--- config.mk ---
export PLATFORM = sky130hd
export DESIGN_NAME = json_string_unescape_utf8_core
export DESIGN_NICKNAME = d
export VERILOG_FILES = /design/src/hw/rtl/jsu_pkg.sv /design/src/hw/rtl/jsu_front.sv /design/src/hw/rtl/jsu_queue.sv /design/src/hw/rtl/jsu_back.sv /design/src/hw/rtl/json_string_unescape_utf8_core.sv
export VERILOG_INCLUDE_DIRS = /design/src /design/src/hw/rtl
export SDC_FILE = /design/constraint.sdc
export NUM_CORES = 1
export LEC_CHECK = 0
export ABC_AREA = 0
export BUFFER_PORTS_ARGS = -buffer_cell sky130_fd_sc_hd__buf_2
export CAP_MARGIN = 20
export CORE_MARGIN = 1.5
export CORE_UTILIZATION = 61
export CTS_CLUSTER_SIZE = 30
export DETAILED_ROUTE_END_ITERATION = 12
export PLACE_DENSITY = 0.78
export SYNTH_ARGS = -nofsm -noshare
export SYNTH_HDL_FRONTEND = slang
export SYNTH_SLANG_ARGS = --single-unit
export TNS_END_PERCENT = 10
--- constraint.sdc ---
create_clock -name clk -period 4.8 [get_ports clk]
set_input_delay 0 -clock clk [delete_from_list [all_inputs] [get_ports clk]]
set_output_delay 0 -clock clk [all_outputs]
set_load 0.005 [all_outputs]
--- src/hw/rtl/assert_macros.svh ---
// assertion macros shared by the unescaper modules
`ifndef ASSERT_MACROS_SVH
`define ASSERT_MACROS_SVH

`ifndef SYNTHESIS

// clocked assertion, switched off while reset is held
`define JSU_ASSERT(lbl, clk, rstn, prop, msg) \
  lbl: assert property (@(posedge clk) disable iff (!rstn) prop) else $error(msg);

// clocked assertion that also holds through reset
`define JSU_ASSERT_ALWAYS(lbl, clk, prop, msg) \
  lbl: assert property (@(posedge clk) prop) else $error(msg);

`else

`define JSU_ASSERT(lbl, clk, rstn, prop, msg)
`define JSU_ASSERT_ALWAYS(lbl, clk, prop, msg)

`endif

`endif

--- src/hw/rtl/jsu_pkg.sv ---
// shared types, constants and utf-8 helpers for the string unescaper
package jsu_pkg;

  localparam int QDEPTH = 4;
  localparam int QAW    = $clog2(QDEPTH);

  localparam logic [1:0] TAIL_NONE  = 2'd0;
  localparam logic [1:0] TAIL_BYTE  = 2'd1;
  localparam logic [1:0] TAIL_CLOSE = 2'd2;
  localparam logic [1:0] TAIL_ERR   = 2'd3;

  localparam logic [1:0] ERR_NONE    = 2'd0;
  localparam logic [1:0] ERR_CONTROL = 2'd1;
  localparam logic [1:0] ERR_ESCAPE  = 2'd2;
  localparam logic [1:0] ERR_HEX     = 2'd3;

  localparam logic [20:0] CP_REPLACE = 21'h00fffd;

  // work for one input item: up to two code points, then at most one tail result
  typedef struct packed {
    logic        cpa_v;
    logic [20:0] cpa;
    logic        cpb_v;
    logic [20:0] cpb;
    logic [1:0]  tail;
    logic [7:0]  tail_byte;
    logic [1:0]  tail_err;
  } job_t;

  // index of the final utf-8 byte of a code point
  function automatic logic [1:0] utf8_last_idx(input logic [20:0] cp);
    logic [1:0] r;
    if (cp >= 21'h010000) r = 2'd3;
    else if (cp >= 21'h000800) r = 2'd2;
    else if (cp >= 21'h000080) r = 2'd1;
    else r = 2'd0;
    return r;
  endfunction

  function automatic logic [7:0] utf8_byte(input logic [20:0] cp, input logic [1:0] idx);
    logic [7:0] r;
    if (cp >= 21'h010000) begin
      case (idx)
        2'd0:    r = {5'b11110, cp[20:18]};
        2'd1:    r = {2'b10, cp[17:12]};
        2'd2:    r = {2'b10, cp[11:6]};
        default: r = {2'b10, cp[5:0]};
      endcase
    end else if (cp >= 21'h000800) begin
      case (idx)
        2'd0:    r = {4'b1110, cp[15:12]};
        2'd1:    r = {2'b10, cp[11:6]};
        default: r = {2'b10, cp[5:0]};
      endcase
    end else if (cp >= 21'h000080) begin
      case (idx)
        2'd0:    r = {3'b110, cp[10:6]};
        default: r = {2'b10, cp[5:0]};
      endcase
    end else begin
      r = cp[7:0];
    end
    return r;
  endfunction

endpackage

--- src/hw/rtl/jsu_front.sv ---
// front end: escape state machine, turns each item into a job for the queue
module jsu_front
  import jsu_pkg::*;
(
  input  logic       clk,
  input  logic       rst_n,
  input  logic       in_valid,
  output logic       in_stall,
  input  logic [7:0] in_byte,
  input  logic       q_full,
  output logic       push,
  output job_t       push_job
);

  localparam logic [2:0] MODE_PLAIN      = 3'd0;
  localparam logic [2:0] MODE_ESC        = 3'd1;
  localparam logic [2:0] MODE_HEX        = 3'd2;
  localparam logic [2:0] MODE_AFTER_HIGH = 3'd3;
  localparam logic [2:0] MODE_ESC2       = 3'd4;
  localparam logic [2:0] MODE_HEX2       = 3'd5;

  logic [2:0]  mode_r, mode_nxt;
  logic [15:0] acc_r, acc_nxt;
  logic [1:0]  cnt_r, cnt_nxt;
  logic [15:0] high_r, high_nxt;

  logic        accept;
  job_t        job;
  logic [8:0]  esc;
  logic [4:0]  hexd;
  logic [15:0] acc_new;
  logic [26:0] join_sum;

  function automatic logic [8:0] simple_escape(input logic [7:0] b);
    logic [8:0] r;
    case (b)
      8'h22:   r = {1'b1, 8'h22};
      8'h5c:   r = {1'b1, 8'h5c};
      8'h2f:   r = {1'b1, 8'h2f};
      8'h62:   r = {1'b1, 8'h08};
      8'h66:   r = {1'b1, 8'h0c};
      8'h6e:   r = {1'b1, 8'h0a};
      8'h72:   r = {1'b1, 8'h0d};
      8'h74:   r = {1'b1, 8'h09};
      default: r = 9'd0;
    endcase
    return r;
  endfunction

  // bit 4 set when the byte is not a hex digit
  function automatic logic [4:0] hex_value(input logic [7:0] b);
    logic [7:0] t;
    logic [4:0] r;
    t = 8'd0;
    if (b inside {[8'h30:8'h39]}) begin
      t = b - 8'h30;
      r = {1'b0, t[3:0]};
    end else if (b inside {[8'h61:8'h66]}) begin
      t = b - 8'h57;
      r = {1'b0, t[3:0]};
    end else if (b inside {[8'h41:8'h46]}) begin
      t = b - 8'h37;
      r = {1'b0, t[3:0]};
    end else begin
      r = 5'h10;
    end
    return r;
  endfunction

  assign in_stall = q_full;
  assign accept   = in_valid && !q_full;

  assign esc      = simple_escape(in_byte);
  assign hexd     = hex_value(in_byte);
  assign acc_new  = {acc_r[11:0], hexd[3:0]};
  assign join_sum = {1'b0, high_r, 10'b0} + {11'b0, acc_new} - 27'h35fdc00;

  always_comb begin
    mode_nxt = mode_r;
    acc_nxt  = acc_r;
    cnt_nxt  = cnt_r;
    high_nxt = high_r;
    job      = '0;
    case (mode_r)
      MODE_ESC, MODE_ESC2: begin
        if (esc[8]) begin
          job.cpa_v     = (mode_r == MODE_ESC2);
          job.cpa       = CP_REPLACE;
          job.tail      = TAIL_BYTE;
          job.tail_byte = esc[7:0];
          mode_nxt      = MODE_PLAIN;
          acc_nxt       = '0;
          cnt_nxt       = '0;
          high_nxt      = '0;
        end else if (in_byte == 8'h75) begin
          mode_nxt = (mode_r == MODE_ESC) ? MODE_HEX : MODE_HEX2;
          acc_nxt  = '0;
          cnt_nxt  = '0;
        end else begin
          job.tail     = TAIL_ERR;
          job.tail_err = ERR_ESCAPE;
          mode_nxt     = MODE_PLAIN;
          acc_nxt      = '0;
          cnt_nxt      = '0;
          high_nxt     = '0;
        end
      end
      MODE_HEX, MODE_HEX2: begin
        if (hexd[4]) begin
          job.tail     = TAIL_ERR;
          job.tail_err = ERR_HEX;
          mode_nxt     = MODE_PLAIN;
          acc_nxt      = '0;
          cnt_nxt      = '0;
          high_nxt     = '0;
        end else if (cnt_r != 2'd3) begin
          acc_nxt = acc_new;
          cnt_nxt = cnt_r + 2'd1;
        end else begin
          acc_nxt = '0;
          cnt_nxt = '0;
          if (mode_r == MODE_HEX && acc_new inside {[16'hd800:16'hdbff]}) begin
            high_nxt = acc_new;
            mode_nxt = MODE_AFTER_HIGH;
          end else begin
            mode_nxt  = MODE_PLAIN;
            high_nxt  = '0;
            job.cpa_v = 1'b1;
            if (mode_r == MODE_HEX) begin
              job.cpa = (acc_new inside {[16'hdc00:16'hdfff]}) ? CP_REPLACE
                                                                 : {5'b0, acc_new};
            end else if (acc_new inside {[16'hdc00:16'hdfff]}) begin
              job.cpa = join_sum[20:0];
            end else begin
              job.cpa   = CP_REPLACE;
              job.cpb_v = 1'b1;
              job.cpb   = {5'b0, acc_new};
            end
          end
        end
      end
      default: begin
        // plain mode, and the character after a lone high surrogate
        if (mode_r == MODE_AFTER_HIGH) begin
          job.cpa_v = (in_byte != 8'h5c);
          job.cpa   = CP_REPLACE;
        end
        high_nxt = '0;
        if (mode_r == MODE_AFTER_HIGH && in_byte == 8'h5c) begin
          mode_nxt = MODE_ESC2;
          high_nxt = high_r;
        end else if (in_byte == 8'h22) begin
          job.tail = TAIL_CLOSE;
          mode_nxt = MODE_PLAIN;
          acc_nxt  = '0;
          cnt_nxt  = '0;
        end else if (in_byte == 8'h5c) begin
          mode_nxt = MODE_ESC;
        end else if (in_byte < 8'h20 || in_byte == 8'h7f) begin
          job.tail     = TAIL_ERR;
          job.tail_err = ERR_CONTROL;
          mode_nxt     = MODE_PLAIN;
          acc_nxt      = '0;
          cnt_nxt      = '0;
        end else begin
          job.tail      = TAIL_BYTE;
          job.tail_byte = in_byte;
          mode_nxt      = MODE_PLAIN;
        end
      end
    endcase
  end

  assign push     = accept && (job.cpa_v || job.cpb_v || job.tail != TAIL_NONE);
  assign push_job = job;

  always_ff @(posedge clk) begin
    if (!rst_n) begin
      mode_r <= MODE_PLAIN;
      acc_r  <= '0;
      cnt_r  <= '0;
      high_r <= '0;
    end else if (accept) begin
      mode_r <= mode_nxt;
      acc_r  <= acc_nxt;
      cnt_r  <= cnt_nxt;
      high_r <= high_nxt;
    end
  end

endmodule

--- src/hw/rtl/jsu_queue.sv ---
// short job queue between front end and back end
`include "assert_macros.svh"

module jsu_queue
  import jsu_pkg::*;
(
  input  logic clk,
  input  logic rst_n,
  input  logic push,
  input  job_t push_job,
  input  logic pop,
  output logic full,
  output logic head_valid,
  output job_t head
);

  job_t           mem_r [QDEPTH];
  logic [QAW-1:0] wr_ptr_r, wr_ptr_nxt;
  logic [QAW-1:0] rd_ptr_r, rd_ptr_nxt;
  logic [QAW:0]   count_r, count_nxt;

  assign full       = (count_r == (QAW+1)'(QDEPTH));
  assign head_valid = (count_r != '0);
  assign head       = mem_r[rd_ptr_r];

  always_comb begin
    wr_ptr_nxt = push ? wr_ptr_r + 1'b1 : wr_ptr_r;
    rd_ptr_nxt = pop ? rd_ptr_r + 1'b1 : rd_ptr_r;
    count_nxt  = count_r;
    if (push && !pop) count_nxt = count_r + 1'b1;
    else if (pop && !push) count_nxt = count_r - 1'b1;
  end

  always_ff @(posedge clk) begin
    if (push) mem_r[wr_ptr_r] <= push_job;
  end

  always_ff @(posedge clk) begin
    if (!rst_n) begin
      wr_ptr_r <= '0;
      rd_ptr_r <= '0;
      count_r  <= '0;
    end else begin
      wr_ptr_r <= wr_ptr_nxt;
      rd_ptr_r <= rd_ptr_nxt;
      count_r  <= count_nxt;
    end
  end

  `JSU_ASSERT(a_no_push_full, clk, rst_n, push |-> !full, "push into full queue")
  `JSU_ASSERT(a_no_pop_empty, clk, rst_n, pop |-> head_valid, "pop from empty queue")
  `JSU_ASSERT(a_count_up, clk, rst_n, (push && !pop) |=> count_r == $past(count_r) + 1'b1, "queue count lost a push")
  `JSU_ASSERT_ALWAYS(a_reset_empty, clk, !rst_n |=> !head_valid, "queue not empty after reset")

endmodule

--- src/hw/rtl/jsu_back.sv ---
// back end: expands jobs into utf-8 result items through an output register
`include "assert_macros.svh"

module jsu_back
  import jsu_pkg::*;
(
  input  logic       clk,
  input  logic       rst_n,
  input  logic       head_valid,
  input  job_t       head,
  output logic       pop,
  output logic       out_valid,
  input  logic       out_stall,
  output logic [7:0] out_byte,
  output logic       out_has_byte,
  output logic       out_closed,
  output logic [1:0] out_error_code,
  output logic       out_last
);

  localparam logic [1:0] PART_A = 2'd0;
  localparam logic [1:0] PART_B = 2'd1;
  localparam logic [1:0] PART_T = 2'd2;

  logic [1:0]  part_r, part_nxt;
  logic [1:0]  idx_r, idx_nxt;
  logic        out_valid_r, out_valid_nxt;
  logic [7:0]  byte_r;
  logic        has_r, closed_r, last_r;
  logic [1:0]  err_r;

  logic [1:0]  cur_part;
  logic [20:0] cur_cp;
  logic [1:0]  cur_last_idx;
  logic        item_last;
  logic        load_ok, emit;
  logic [7:0]  item_byte;
  logic        item_has, item_closed;
  logic [1:0]  item_err;

  always_comb begin
    if (part_r == PART_A && head.cpa_v) cur_part = PART_A;
    else if ((part_r == PART_A || part_r == PART_B) && head.cpb_v) cur_part = PART_B;
    else cur_part = PART_T;
  end

  assign cur_cp       = (cur_part == PART_A) ? head.cpa : head.cpb;
  assign cur_last_idx = utf8_last_idx(cur_cp);

  always_comb begin
    case (cur_part)
      PART_A:  item_last = (idx_r == cur_last_idx) && !head.cpb_v && head.tail == TAIL_NONE;
      PART_B:  item_last = (idx_r == cur_last_idx) && head.tail == TAIL_NONE;
      default: item_last = 1'b1;
    endcase
  end

  always_comb begin
    item_byte   = '0;
    item_has    = 1'b0;
    item_closed = 1'b0;
    item_err    = ERR_NONE;
    if (cur_part != PART_T) begin
      item_byte = utf8_byte(cur_cp, idx_r);
      item_has  = 1'b1;
    end else begin
      case (head.tail)
        TAIL_BYTE: begin
          item_byte = head.tail_byte;
          item_has  = 1'b1;
        end
        TAIL_CLOSE: item_closed = 1'b1;
        TAIL_ERR:   item_err    = head.tail_err;
        default:    item_has    = 1'b0;
      endcase
    end
  end

  assign load_ok = !out_valid_r || !out_stall;
  assign emit    = head_valid && load_ok;
  assign pop     = emit && item_last;

  always_comb begin
    part_nxt = part_r;
    idx_nxt  = idx_r;
    if (emit) begin
      if (item_last) begin
        part_nxt = PART_A;
        idx_nxt  = '0;
      end else if (idx_r == cur_last_idx) begin
        part_nxt = cur_part + 2'd1;
        idx_nxt  = '0;
      end else begin
        idx_nxt = idx_r + 2'd1;
      end
    end
    if (emit) out_valid_nxt = 1'b1;
    else out_valid_nxt = out_valid_r && out_stall;
  end

  always_ff @(posedge clk) begin
    if (!rst_n) begin
      part_r      <= PART_A;
      idx_r       <= '0;
      out_valid_r <= 1'b0;
    end else begin
      part_r      <= part_nxt;
      idx_r       <= idx_nxt;
      out_valid_r <= out_valid_nxt;
    end
  end

  always_ff @(posedge clk) begin
    if (emit) begin
      byte_r   <= item_byte;
      has_r    <= item_has;
      closed_r <= item_closed;
      err_r    <= item_err;
      last_r   <= item_last;
    end
  end

  assign out_valid      = out_valid_r;
  assign out_byte       = byte_r;
  assign out_has_byte   = has_r;
  assign out_closed     = closed_r;
  assign out_error_code = err_r;
  assign out_last       = last_r;

  `JSU_ASSERT(a_pop_on_last, clk, rst_n, pop |-> (emit && item_last), "job left before its last item")
  `JSU_ASSERT(a_tail_present, clk, rst_n, (emit && cur_part == PART_T) |-> head.tail != TAIL_NONE, "empty tail emitted")
  `JSU_ASSERT(a_idx_in_range, clk, rst_n, (head_valid && cur_part != PART_T) |-> idx_r <= cur_last_idx, "utf-8 byte index out of range")

endmodule

--- src/hw/rtl/json_string_unescape_utf8_core.sv ---
// json string body unescaper producing utf-8 bytes, one input byte per cycle
// each item's results go via the job queue, then the output register, to out_valid
// throughput: one input byte per cycle while the job queue has room; the back end
// sends one result per cycle while out_stall is low, working through each job in turn
// the four-entry job queue absorbs bursts of up to six results from one byte
// reset: synchronous active-low rst_n clears decode state, queue and output valid
module json_string_unescape_utf8_core
  import jsu_pkg::*;
(
  input  logic       clk,
  input  logic       rst_n,
  input  logic       in_valid,
  output logic       in_stall,
  input  logic [7:0] in_byte,
  output logic       out_valid,
  input  logic       out_stall,
  output logic [7:0] out_byte,
  output logic       out_has_byte,
  output logic       out_closed,
  output logic [1:0] out_error_code,
  output logic       out_last
);

  logic push, pop, q_full, head_valid;
  job_t push_job, head;

  jsu_front u_front (
    .clk      (clk),
    .rst_n    (rst_n),
    .in_valid (in_valid),
    .in_stall (in_stall),
    .in_byte  (in_byte),
    .q_full   (q_full),
    .push     (push),
    .push_job (push_job)
  );

  jsu_queue u_queue (
    .clk        (clk),
    .rst_n      (rst_n),
    .push       (push),
    .push_job   (push_job),
    .pop        (pop),
    .full       (q_full),
    .head_valid (head_valid),
    .head       (head)
  );

  jsu_back u_back (
    .clk            (clk),
    .rst_n          (rst_n),
    .head_valid     (head_valid),
    .head           (head),
    .pop            (pop),
    .out_valid      (out_valid),
    .out_stall      (out_stall),
    .out_byte       (out_byte),
    .out_has_byte   (out_has_byte),
    .out_closed     (out_closed),
    .out_error_code (out_error_code),
    .out_last       (out_last)
  );

endmodule

==> results of run 1 <==
==> logic make-up after synthesis <==
logic type / count (synthesis)
compound gates: 158
xor+xnor: 17
fa+ha+maj: 28
buf+inv: 73
flops: 259
mux: 80
simple gates: 231
==> area by class of cell <==
class                      count  area, um^2  share of cell area [%]
multi-input combinational    514        4310                    32.3
inverter                      30         113                   0.844
clock inverter                11         134                    1.00
clock buffer                  35         736                    5.51
tap                          265         332                    2.48
sequential                   259        7360                    55.2
timing repair buffer          53         358                    2.68
==> critical path: cells and delay by family (launching register included) <==
kind / cells / cell delay, ns
buffers and inverters: 2 / 0.49
AOI/OAI and AO/OA: 3 / 0.54
muxes: 2 / 0.82
DFF: 1 / 0.52
and+or+nand+nor: 3 / 0.77
adders and majority gates: 2 / 0.65
xor gates and xnor gates: 2 / 0.41
==> cells in the mapped netlist (11+ instances only) <==
cell      instances
dfxtp_1          42
clkbuf_1         20
mux4_2           50
nand3_1          33
a31oi_1          12
o21ai_1          11
edfxtp_1        217
nor2_1           47
inv_1            29
mux2i_1          25
a21oi_1          20
o21ai_0          39
a22oi_1          13
nand2_1          42
buf_2            16
and2_1           17
ha_1             26
nor2b_1          22
==> stage by stage <==
stage | hold slack, ns | util, % | instance area, um^2 | instances
2_1_floorplan | 0.145 | - | 12000 | 846
3_3_place_gp | 0.269 | 64.0 | 12400 | 1116
3_5_place_dp | 0.277 | 64.0 | 12400 | 1116
4_1_cts | 0.0226 | 68.8 | 13300 | 1167
5_1_grt | 0.0715 | 68.8 | 13300 | 1167
6_report | 0.0508 | 68.8 | 13300 | 1167
==> what timing repair did <==
action	4_1_cts	5_1_grt
hold endpoints to repair	21	0
resized for setup	0	0
hold buffers	5	0
==> path summary, 6_finish.rpt <==
kind	endpoint	slack, ns	from
min	u_queue.mem_r[2][2]	0.05	in_byte[0]
min reg2reg	u_front.high_r[0]	0.46	u_front.high_r[0]
max	u_queue.count_r[2]	0.48	flip-flop
max reg2reg	u_queue.count_r[2]	0.48	flip-flop
==> flip-flops by register name, indices dropped and copies added, names as in the netlist, named ones only <==
signal,flops
u_back.out_error_code,2
u_back.out_byte,8
u_front.acc_r,12
u_queue.count_r,3
u_front.high_r,11
u_queue.rd_ptr_r,2
u_queue.wr_ptr_r,2
u_back.out_valid,1
u_back.part_r,2
u_back.out_last,1
u_front.cnt_r,2
u_front.mode_r,3
u_back.idx_r,2
u_back.out_has_byte,1
u_back.out_closed,1
u_queue.mem_r,204
==> report_power, final <==
| group | total (mW) | internal, mW | leakage (nW) | switching, mW |
|---|---|---|---|---|
| clock | 2.04 | 1.23 | 0.422 | 0.807 |
| combinational | 2.45 | 1.03 | 1.83 | 1.42 |
| sequential | 2.99 | 2.85 | 2.46 | 0.135 |
| total | 7.48 | 5.12 | 4.71 | 2.36 |
==> metal layers <==
metal  GRT usage, %  part of all wire [%]  vias up  wire (um)
met5              0                     0        -          0
met4           7.33                   2.5        0        632
met3           4.06                   7.3       44       1860
met2           41.5                    48      280      12400
met1           36.9                    42     3679      10800
li1               -                     -     3371          -
==> metrics.txt, run 1 <==
Tot Pwr 7.48 mW; number of setup violations in the final report 0; ANT nets after route 0; htree depth 1; Tmin final 4.32 ns; Final Hold Vio Count 0; diode count 0; cts bufs inserted 26; critical path's slowest cell mux4_2; max_cap viols 0; vias in the first global route 7208; routed len/inst 22.0 um; outcome complete, no violations; pwr dens 560 nW/um^2; 1st-iter DRT viols 751; area leader, netlist edfxtp_1; total wire length 25700 um; DR vias 7374; Startpoint Class flip-flop; Post-Synth Simple-Gate Area 10.6%; RePlAce Congestion 0.910; clk_lat worst skew 0.53 ns; IO buf count 26; IO Count 27; Post-route DRC 0; CP required 5.25 ns; distinct cell type count after synthesis 77; # clock sinks 259; largest family of logic cells by synthesized area multiplexers; Die W 143 um; first-pass GRT wire length 39800 um; worst setup margin 0.479 ns; synth warn 0; maximum clock path buffer count 3; largest net degree at the start of global routing 52; RSZ-0062 raised after global routing false; top cell type's share of synthesized area 54.3%; EDFF count, synth 217; Worst Skew 0.0205 ns; final worst-path cycle share 90.0%; placed wire-length estimate 17500 um; final max-slew violation count 0; worst-path fanout max 21; clock root cell clkbuf_16; initial antenna violation count 0; adder-cell share of the synthesized area 3.05%; pre-CTS WS 0.517 ns; XOR/XNOR share of the synthesized area 1.30%; Tightest Pin Transition 0.855 ns; CTS tree built; synthesized net count 886; GRT overflow 0; ranking of synthesized cells by area edfxtp_1 (54%), mux4_2 (9.4%), dfxtp_1 (7.0%), ha_1 (2.7%), mux2i_1 (2.1%); Initial DRT Pass Iterations 5; DIE HEIGHT 143 um; FF-to-FF path depth 14; Mapped Cells 846; # fillers 1349; Leakage 4.71 nW; Peak Freq 231 MHz; VDD IR max 0.000307 V; relative slew slack 42.8%; core area 19400 um^2; # rows 51; Worst path max stage delay 0.56 ns; worst hold path cell count 3; Syn Area/Cell 14.2 um^2; sequential share of the synthesized area 61.4%; Area Overhead vs Synth 11.3%; mux contribution to synthesized area 11.9%; Starting Density 61.8%; Yosys reg bits 259; ys flop type edfxtp_1; crit end category flip-flop; CP Cell Sequence buf_4 -> mux4_2 -> mux2i_1 -> nand4_2 -> xnor2_2 -> a211oi_4 -> o21ai_0 -> nand2_1 -> ha_1 -> inv_1 -> fa_1 -> xor2_1 -> or3_1 -> a21boi_0; vias per cell 6.32; critical path arrival 4.77 ns; fraction of registers with async set/reset 0%; Min-Delay Path Class input pin to flip-flop; most common cell after layout, fill and taps aside edfxtp_1; GR Util All Layers 25.8%; mapped cell area 12000 um^2; DIE AREA 20500 um^2; kind of critical path flip-flop to flip-flop; commonest cells after routing, fill and taps aside edfxtp_1 (217), mux4_2 (50), nor2_1 (47), nand2_1 (42), dfxtp_1 (40); area fraction in compound gates after synthesis 9.03%; Setup TNS Final 0 ns; Clock transition at path regs 0.06 ns; share of layout cells above drive strength 1 18.5%; Post-CTS Setup Bufs 0; fin nets 924
Note: power is estimated with default switching activity, not from simulation.
==> run 2: changes to the inputs <==
Settings changed: GPL_TIMING_DRIVEN from default to 0.
==> metrics.txt, run 2 (synthesized netlist as in run 1, its figures left out) <==
outcome complete, no violations (unchanged); clk_lat worst skew 0.54 ns (was 0.53 ns); Area Overhead vs Synth 11.9% (was 11.3%); critical path arrival 4.98 ns (was 4.77 ns); WHS 0.0362 ns (was 0.0508 ns); max reg flops 204 (unchanged); most used cell, CP buf_2; Leakage 4.72 nW (was 4.71 nW); Initial DRT Pass Iterations 6 (was 5); fin nets 946 (was 924); total wire length 26800 um (was 25700 um); RePlAce Congestion 0.897 (was 0.910); kind of critical path flip-flop to flip-flop (unchanged); relative slew slack 31.0% (was 42.8%); clock root cell clkbuf_16 (unchanged); Die W 143 um (unchanged); post-layout instance area 13400 um^2 (was 13300 um^2); Crit path buffers/inverters 4 (was 2); initial antenna violation count 0 (unchanged); share of layout cells above drive strength 1 18.4% (was 18.5%); Final Hold Vio Count 0 (unchanged); DR vias 7557 (was 7374); crit end category flip-flop (unchanged); largest net degree at the start of global routing 34 (was 52); CP delay by family, top buffers and inverters (was multiplexers); worst setup margin 0.266 ns (was 0.479 ns); pre-CTS WS 0.135 ns (was 0.517 ns); RSZ-0062 raised after global routing false (unchanged); diode count 0 (unchanged); commonest cells after routing, fill and taps aside edfxtp_1 (217), mux4_2 (50), nor2_1 (47), nand2_1 (42), dfxtp_1 (42) (was edfxtp_1 (217), mux4_2 (50), nor2_1 (47), nand2_1 (42), dfxtp_1 (40)); GRT overflow 0 (unchanged); htree depth 1 (unchanged); maximum clock path buffer count 3 (unchanged); Largest regs u_queue.mem_r: 204 flops, u_front.acc_r: 12 flops, u_front.high_r: 11 flops (unchanged); placed cells 1140 (was 1116); placed wire-length estimate 18400 um (was 17500 um); CP required 5.25 ns (about the same); Tot Pwr 7.52 mW (was 7.48 mW); number of setup violations in the final report 0 (unchanged); Setup TNS Final 0 ns (unchanged); largest register by flop count u_queue.mem_r (unchanged); most common cell after layout, fill and taps aside edfxtp_1 (unchanged); Layout Cells excl Fill 1190 (was 1167); Tmin final 4.53 ns (was 4.32 ns); final max-slew violation count 0 (unchanged); VDD IR max 0.000326 V (was 0.000307 V); worst-path fanout max 10 (was 21); first-pass GRT wire length 41000 um (was 39800 um); # clock sinks 259 (unchanged); final worst-path cycle share 94.5% (was 90.0%); vias in the first global route 7315 (was 7208); pwr dens 560 nW/um^2 (about the same); DIE HEIGHT 143 um (unchanged); Worst Skew 0.0222 ns (was 0.0205 ns); routed len/inst 22.5 um (was 22.0 um); Placed Area 12500 um^2 (was 12400 um^2); core area 19400 um^2 (unchanged); GR Util All Layers 27.1% (was 25.8%); # rows 51 (unchanged); R2R Setup Slk 0.27 ns (was 0.48 ns); Post-route DRC 0 (unchanged); IO Count 27 (unchanged); CP Cell Sequence buf_2 -> buf_2 -> buf_2 -> mux4_2 -> mux2i_2 -> nand4_2 -> xnor2_2 -> a211oi_4 -> o21ai_0 -> nand2_1 -> ha_1 -> inv_1 -> fa_1 -> xor2_1 -> or3_1 -> a21boi_0 (was buf_4 -> mux4_2 -> mux2i_1 -> nand4_2 -> xnor2_2 -> a211oi_4 -> o21ai_0 -> nand2_1 -> ha_1 -> inv_1 -> fa_1 -> xor2_1 -> or3_1 -> a21boi_0); critical path's slowest cell fa_1 (was mux4_2); Starting Density 61.8% (unchanged); 1st-iter DRT viols 850 (was 751); Startpoint Class flip-flop (unchanged); DIE AREA 20500 um^2 (unchanged); cts bufs inserted 26 (unchanged); fin util 69.2% (was 68.8%); CTS tree built (unchanged); ANT nets after route 0 (unchanged); Clock transition at path regs 0.06 ns (about the same); IO buf count 25 (was 26); Worst path max stage delay 0.43 ns (was 0.56 ns); max_cap viols 0 (unchanged); vias per cell 6.35 (was 6.32); Peak Freq 221 MHz (was 231 MHz); Min-Delay Path Class input pin to flip-flop (unchanged); Tightest Pin Transition 1.03 ns (was 0.855 ns)
==> run 2: cell count changes in the layout (fill, tap and decap cells not counted), moves of 3 or more <==
cell and change:
buf_12 +3, buf_2 +15, buf_4 -18, buf_6 +3, clkbuf_1 +19, clkbuf_8 -3
clkinv_1 +5, mux2i_1 -4, mux2i_2 +4
==> run 2: area by class of cell <==
cell class                 instances  area (um^2)
fill                            1369         5980
clock inverter                    16          150
inverter                          30          113
sequential                       259         7360
tap                              265          332
multi-input combinational        514         4330
timing repair buffer              32          235
clock buffer                      31          691
buffer                            43          216
==> run 2: timing repair <==
action | in CTS | in global routing
setup endpoints to repair | 0 | 1
buffers inserted | 0 | 0
endpoints found under the hold margin | 11 | 0
hold buffers | 3 | 0
resized for setup | 0 | 5
==> run 2: path summary, 6_finish.rpt <==
check / from / end / cells after the start
worst max-delay path: flip-flop / u_queue.count_r[2] / 16
worst min-delay path: in_byte[5] / u_queue.mem_r[2][7] / 2
worst max register to register: flip-flop / u_queue.count_r[2] / 16
worst min register to register: u_front.high_r[0] / u_front.high_r[0] / 2
==> run 2: layer usage <==
metal | track usage [%] | wire length (um) | up-vias
li1 | - | - | 3408
met1 | 38.4 | 11000 | 3755
met2 | 42.9 | 12800 | 343
met3 | 4.96 | 2270 | 51
met4 | 8.68 | 761 | 0
met5 | 0 | 0 | -
==> run 2: report_power, final <==
part	switching (mW)	internal, mW	total (mW)
clock	0.812	1.18	1.99
sequential	0.0974	2.85	2.95
combinational	1.52	1.05	2.57
==> run 3: changes to the inputs <==
Settings changed: CORE_MARGIN 1.5 to 3, REMOVE_ABC_BUFFERS from default to 1, SKIP_CTS_REPAIR_TIMING from default to 1.
==> metrics.txt, run 3 (synthesized netlist as in run 1, its figures left out) <==
relative slew slack 24.0% (was 31.0%); Tmin final 4.55 ns (was 4.53 ns); total wire length 27000 um (was 26800 um); crit end category flip-flop (unchanged); Crit path buffers/inverters 2 (was 4); Area Overhead vs Synth 12.3% (was 11.9%); met3 WL 2140 um (was 2270 um); Leakage 4.68 nW (was 4.72 nW); clock root cell clkbuf_16 (unchanged); combinational power share 34.4% (was 34.2%); cts bufs inserted 26 (unchanged); RePlAce Congestion 0.892 (was 0.897); fin util 70.8% (was 69.2%); Die W 146 um (was 143 um); Initial DRT Pass Iterations 5 (was 6); diode count 0 (unchanged); VDD IR max 0.000337 V (was 0.000326 V); Startpoint Class flip-flop (unchanged); vias per cell 6.56 (was 6.35); kind of critical path flip-flop to flip-flop (unchanged); Max Used Layer met4 (unchanged); clock power share 26.4% (was 26.5%); pwr dens 574 nW/um^2 (was 560 nW/um^2); sequential share of power 39.2% (was 39.3%); ANT nets after route 0 (unchanged); worst-path fanout max 32 (was 10); Worst Skew 0.0174 ns (was 0.0222 ns); DR vias 7565 (was 7557); htree depth 1 (unchanged); CTS tree built (unchanged); number of setup violations in the final report 0 (unchanged); vias in the first global route 7337 (was 7315); Net Sw Frac 32.4% (about the same); largest register by flop count u_queue.mem_r (unchanged); CP required 5.26 ns (was 5.25 ns); Final Hold Vio Count 0 (unchanged); IO buf count 26 (was 25); max_cap viols 0 (unchanged); critical path arrival 5.01 ns (was 4.98 ns); P_sw 2.50 mW (was 2.43 mW); max reg flops 204 (unchanged); final worst-path cycle share 94.8% (was 94.5%); Clock transition at path regs 0.06 ns (about the same); GR Util All Layers 24.7% (was 27.1%); initial antenna violation count 0 (unchanged); Int Pwr 5.23 mW (was 5.08 mW); DIE HEIGHT 146 um (was 143 um); final max-slew violation count 0 (unchanged); clk_lat worst skew 0.53 ns (was 0.54 ns); 1st-iter DRT viols 812 (was 850); CP Cell Sequence buf_12 -> nor3b_4 -> a22o_4 -> mux2i_4 -> nand4_2 -> xnor2_2 -> a211oi_4 -> o21ai_0 -> nand2_1 -> ha_1 -> inv_1 -> fa_1 -> xor2_1 -> or3_1 -> a21boi_0 (was buf_2 -> buf_2 -> buf_2 -> mux4_2 -> mux2i_2 -> nand4_2 -> xnor2_2 -> a211oi_4 -> o21ai_0 -> nand2_1 -> ha_1 -> inv_1 -> fa_1 -> xor2_1 -> or3_1 -> a21boi_0); pre-CTS WS -0.702 ns (was 0.135 ns); CP delay by family, top compound AO/OA/AOI/OAI gates (was buffers and inverters); Largest regs u_queue.mem_r: 204 flops, u_front.acc_r: 12 flops, u_front.high_r: 11 flops (unchanged); Min-Delay Path Class input pin to flip-flop (unchanged); critical path's slowest cell dfxtp_4 (was fa_1); Starting Density 63.0% (was 61.8%); largest net degree at the start of global routing 56 (was 34); maximum clock path buffer count 3 (unchanged); IO Count 27 (unchanged); Peak Freq 220 MHz (was 221 MHz); routed len/inst 23.4 um (was 22.5 um); most common cell after layout, fill and taps aside edfxtp_1 (unchanged); # clock sinks 259 (unchanged); worst setup margin 0.249 ns (was 0.266 ns); share of layout cells above drive strength 1 19.0% (was 18.4%); GRT overflow 0 (unchanged); # rows 50 (was 51); Worst path max stage delay 0.56 ns (was 0.43 ns); placed wire-length estimate 17400 um (was 18400 um); Met1 Routed Length 10900 um (was 11000 um); outcome complete, no violations (unchanged); core area 19000 um^2 (was 19400 um^2); commonest cells after routing, fill and taps aside edfxtp_1 (217), mux4_2 (50), nor2_1 (47), nand2_1 (42), dfxtp_1 (40) (was edfxtp_1 (217), mux4_2 (50), nor2_1 (47), nand2_1 (42), dfxtp_1 (42)); DIE AREA 21400 um^2 (was 20500 um^2); Post-route DRC 0 (unchanged); first-pass GRT wire length 41700 um (was 41000 um); Tightest Pin Transition 1.13 ns (was 1.03 ns); met2 wire len 13000 um (was 12800 um); fin nets 915 (was 946)
run 3: cell count changes in the layout (fill, tap and decap cells not counted), moves of 3 or more:
| cell | delta |
|---|---|
| buf_2 | -15 |
| buf_6 | -3 |
| mux2i_2 | -3 |
| mux2i_4 | +5 |
| clkbuf_1 | -21 |
| buf_4 | +5 |
run 3: stage by stage:
stage               TNS, ns  power, mW  cell area (um^2)  cells  hold slack, ns
floorplan             -8.81       4.71             11800    803           0.122
global placement    -127.45       5.37             12200   1089           0.270
detailed placement    -1.48       5.45             12400   1095           0.276
CTS                   -1.49       7.49             13200   1142          -0.278
global route        -0.0163       8.06             13500   1154         0.00470
finish                    0       7.73             13500   1154         0.00259
run 3: power groups by stage:
stage / logic, mW / registers (mW) / clock network, mW
5_1_grt: 2.85 / 3.06 / 2.16
4_1_cts: 2.37 / 3.05 / 2.06
2_1_floorplan: 1.59 / 3.12 / 0
3_3_place_gp: 2.18 / 3.19 / 0
3_5_place_dp: 2.36 / 3.09 / 0
6_report: 2.66 / 3.03 / 2.04
run 3: metal layers:
metal / up-vias / global-route usage [%]
li1: 3353 / -
met1: 3770 / 35.5
met2: 359 / 40.5
met3: 83 / 3.26
met4: 0 / 6.49
met5: - / 0
run 3: worst paths after layout:
kind	startpoint	end	slack [ns]	cells after the start
worst max register to register	flip-flop	u_queue.count_r[2]	0.25	15
worst max-delay path	flip-flop	u_queue.count_r[2]	0.25	15
worst min register to register	u_front.high_r[6]	u_front.high_r[6]	0.46	2
worst min-delay path	in_byte[7]	u_queue.mem_r[2][9]	0.003	3
run 3: layout make-up:
| cell class | instances | area [um^2] |
|---|---|---|
| clock inverter | 17 | 178 |
| inverter | 30 | 113 |
| multi-input combinational | 516 | 4450 |
| clock buffer | 30 | 687 |
| timing repair buffer | 42 | 353 |
| sequential | 259 | 7360 |
| fill | 1249 | 5550 |
| tap | 260 | 325 |
run 3: worst register-to-register path, delay by kind of cell, from the launching register on:
kind,cells,cell delay [ns]
multiplexers,1,0.39
buffers and inverters,2,0.34
adder cells (fa/ha/maj),2,0.62
AND/OR/NAND/NOR,4,1.04
XOR/XNOR,2,0.39
AO/OA/AOI/OAI,4,1.14
flip-flops,1,0.56
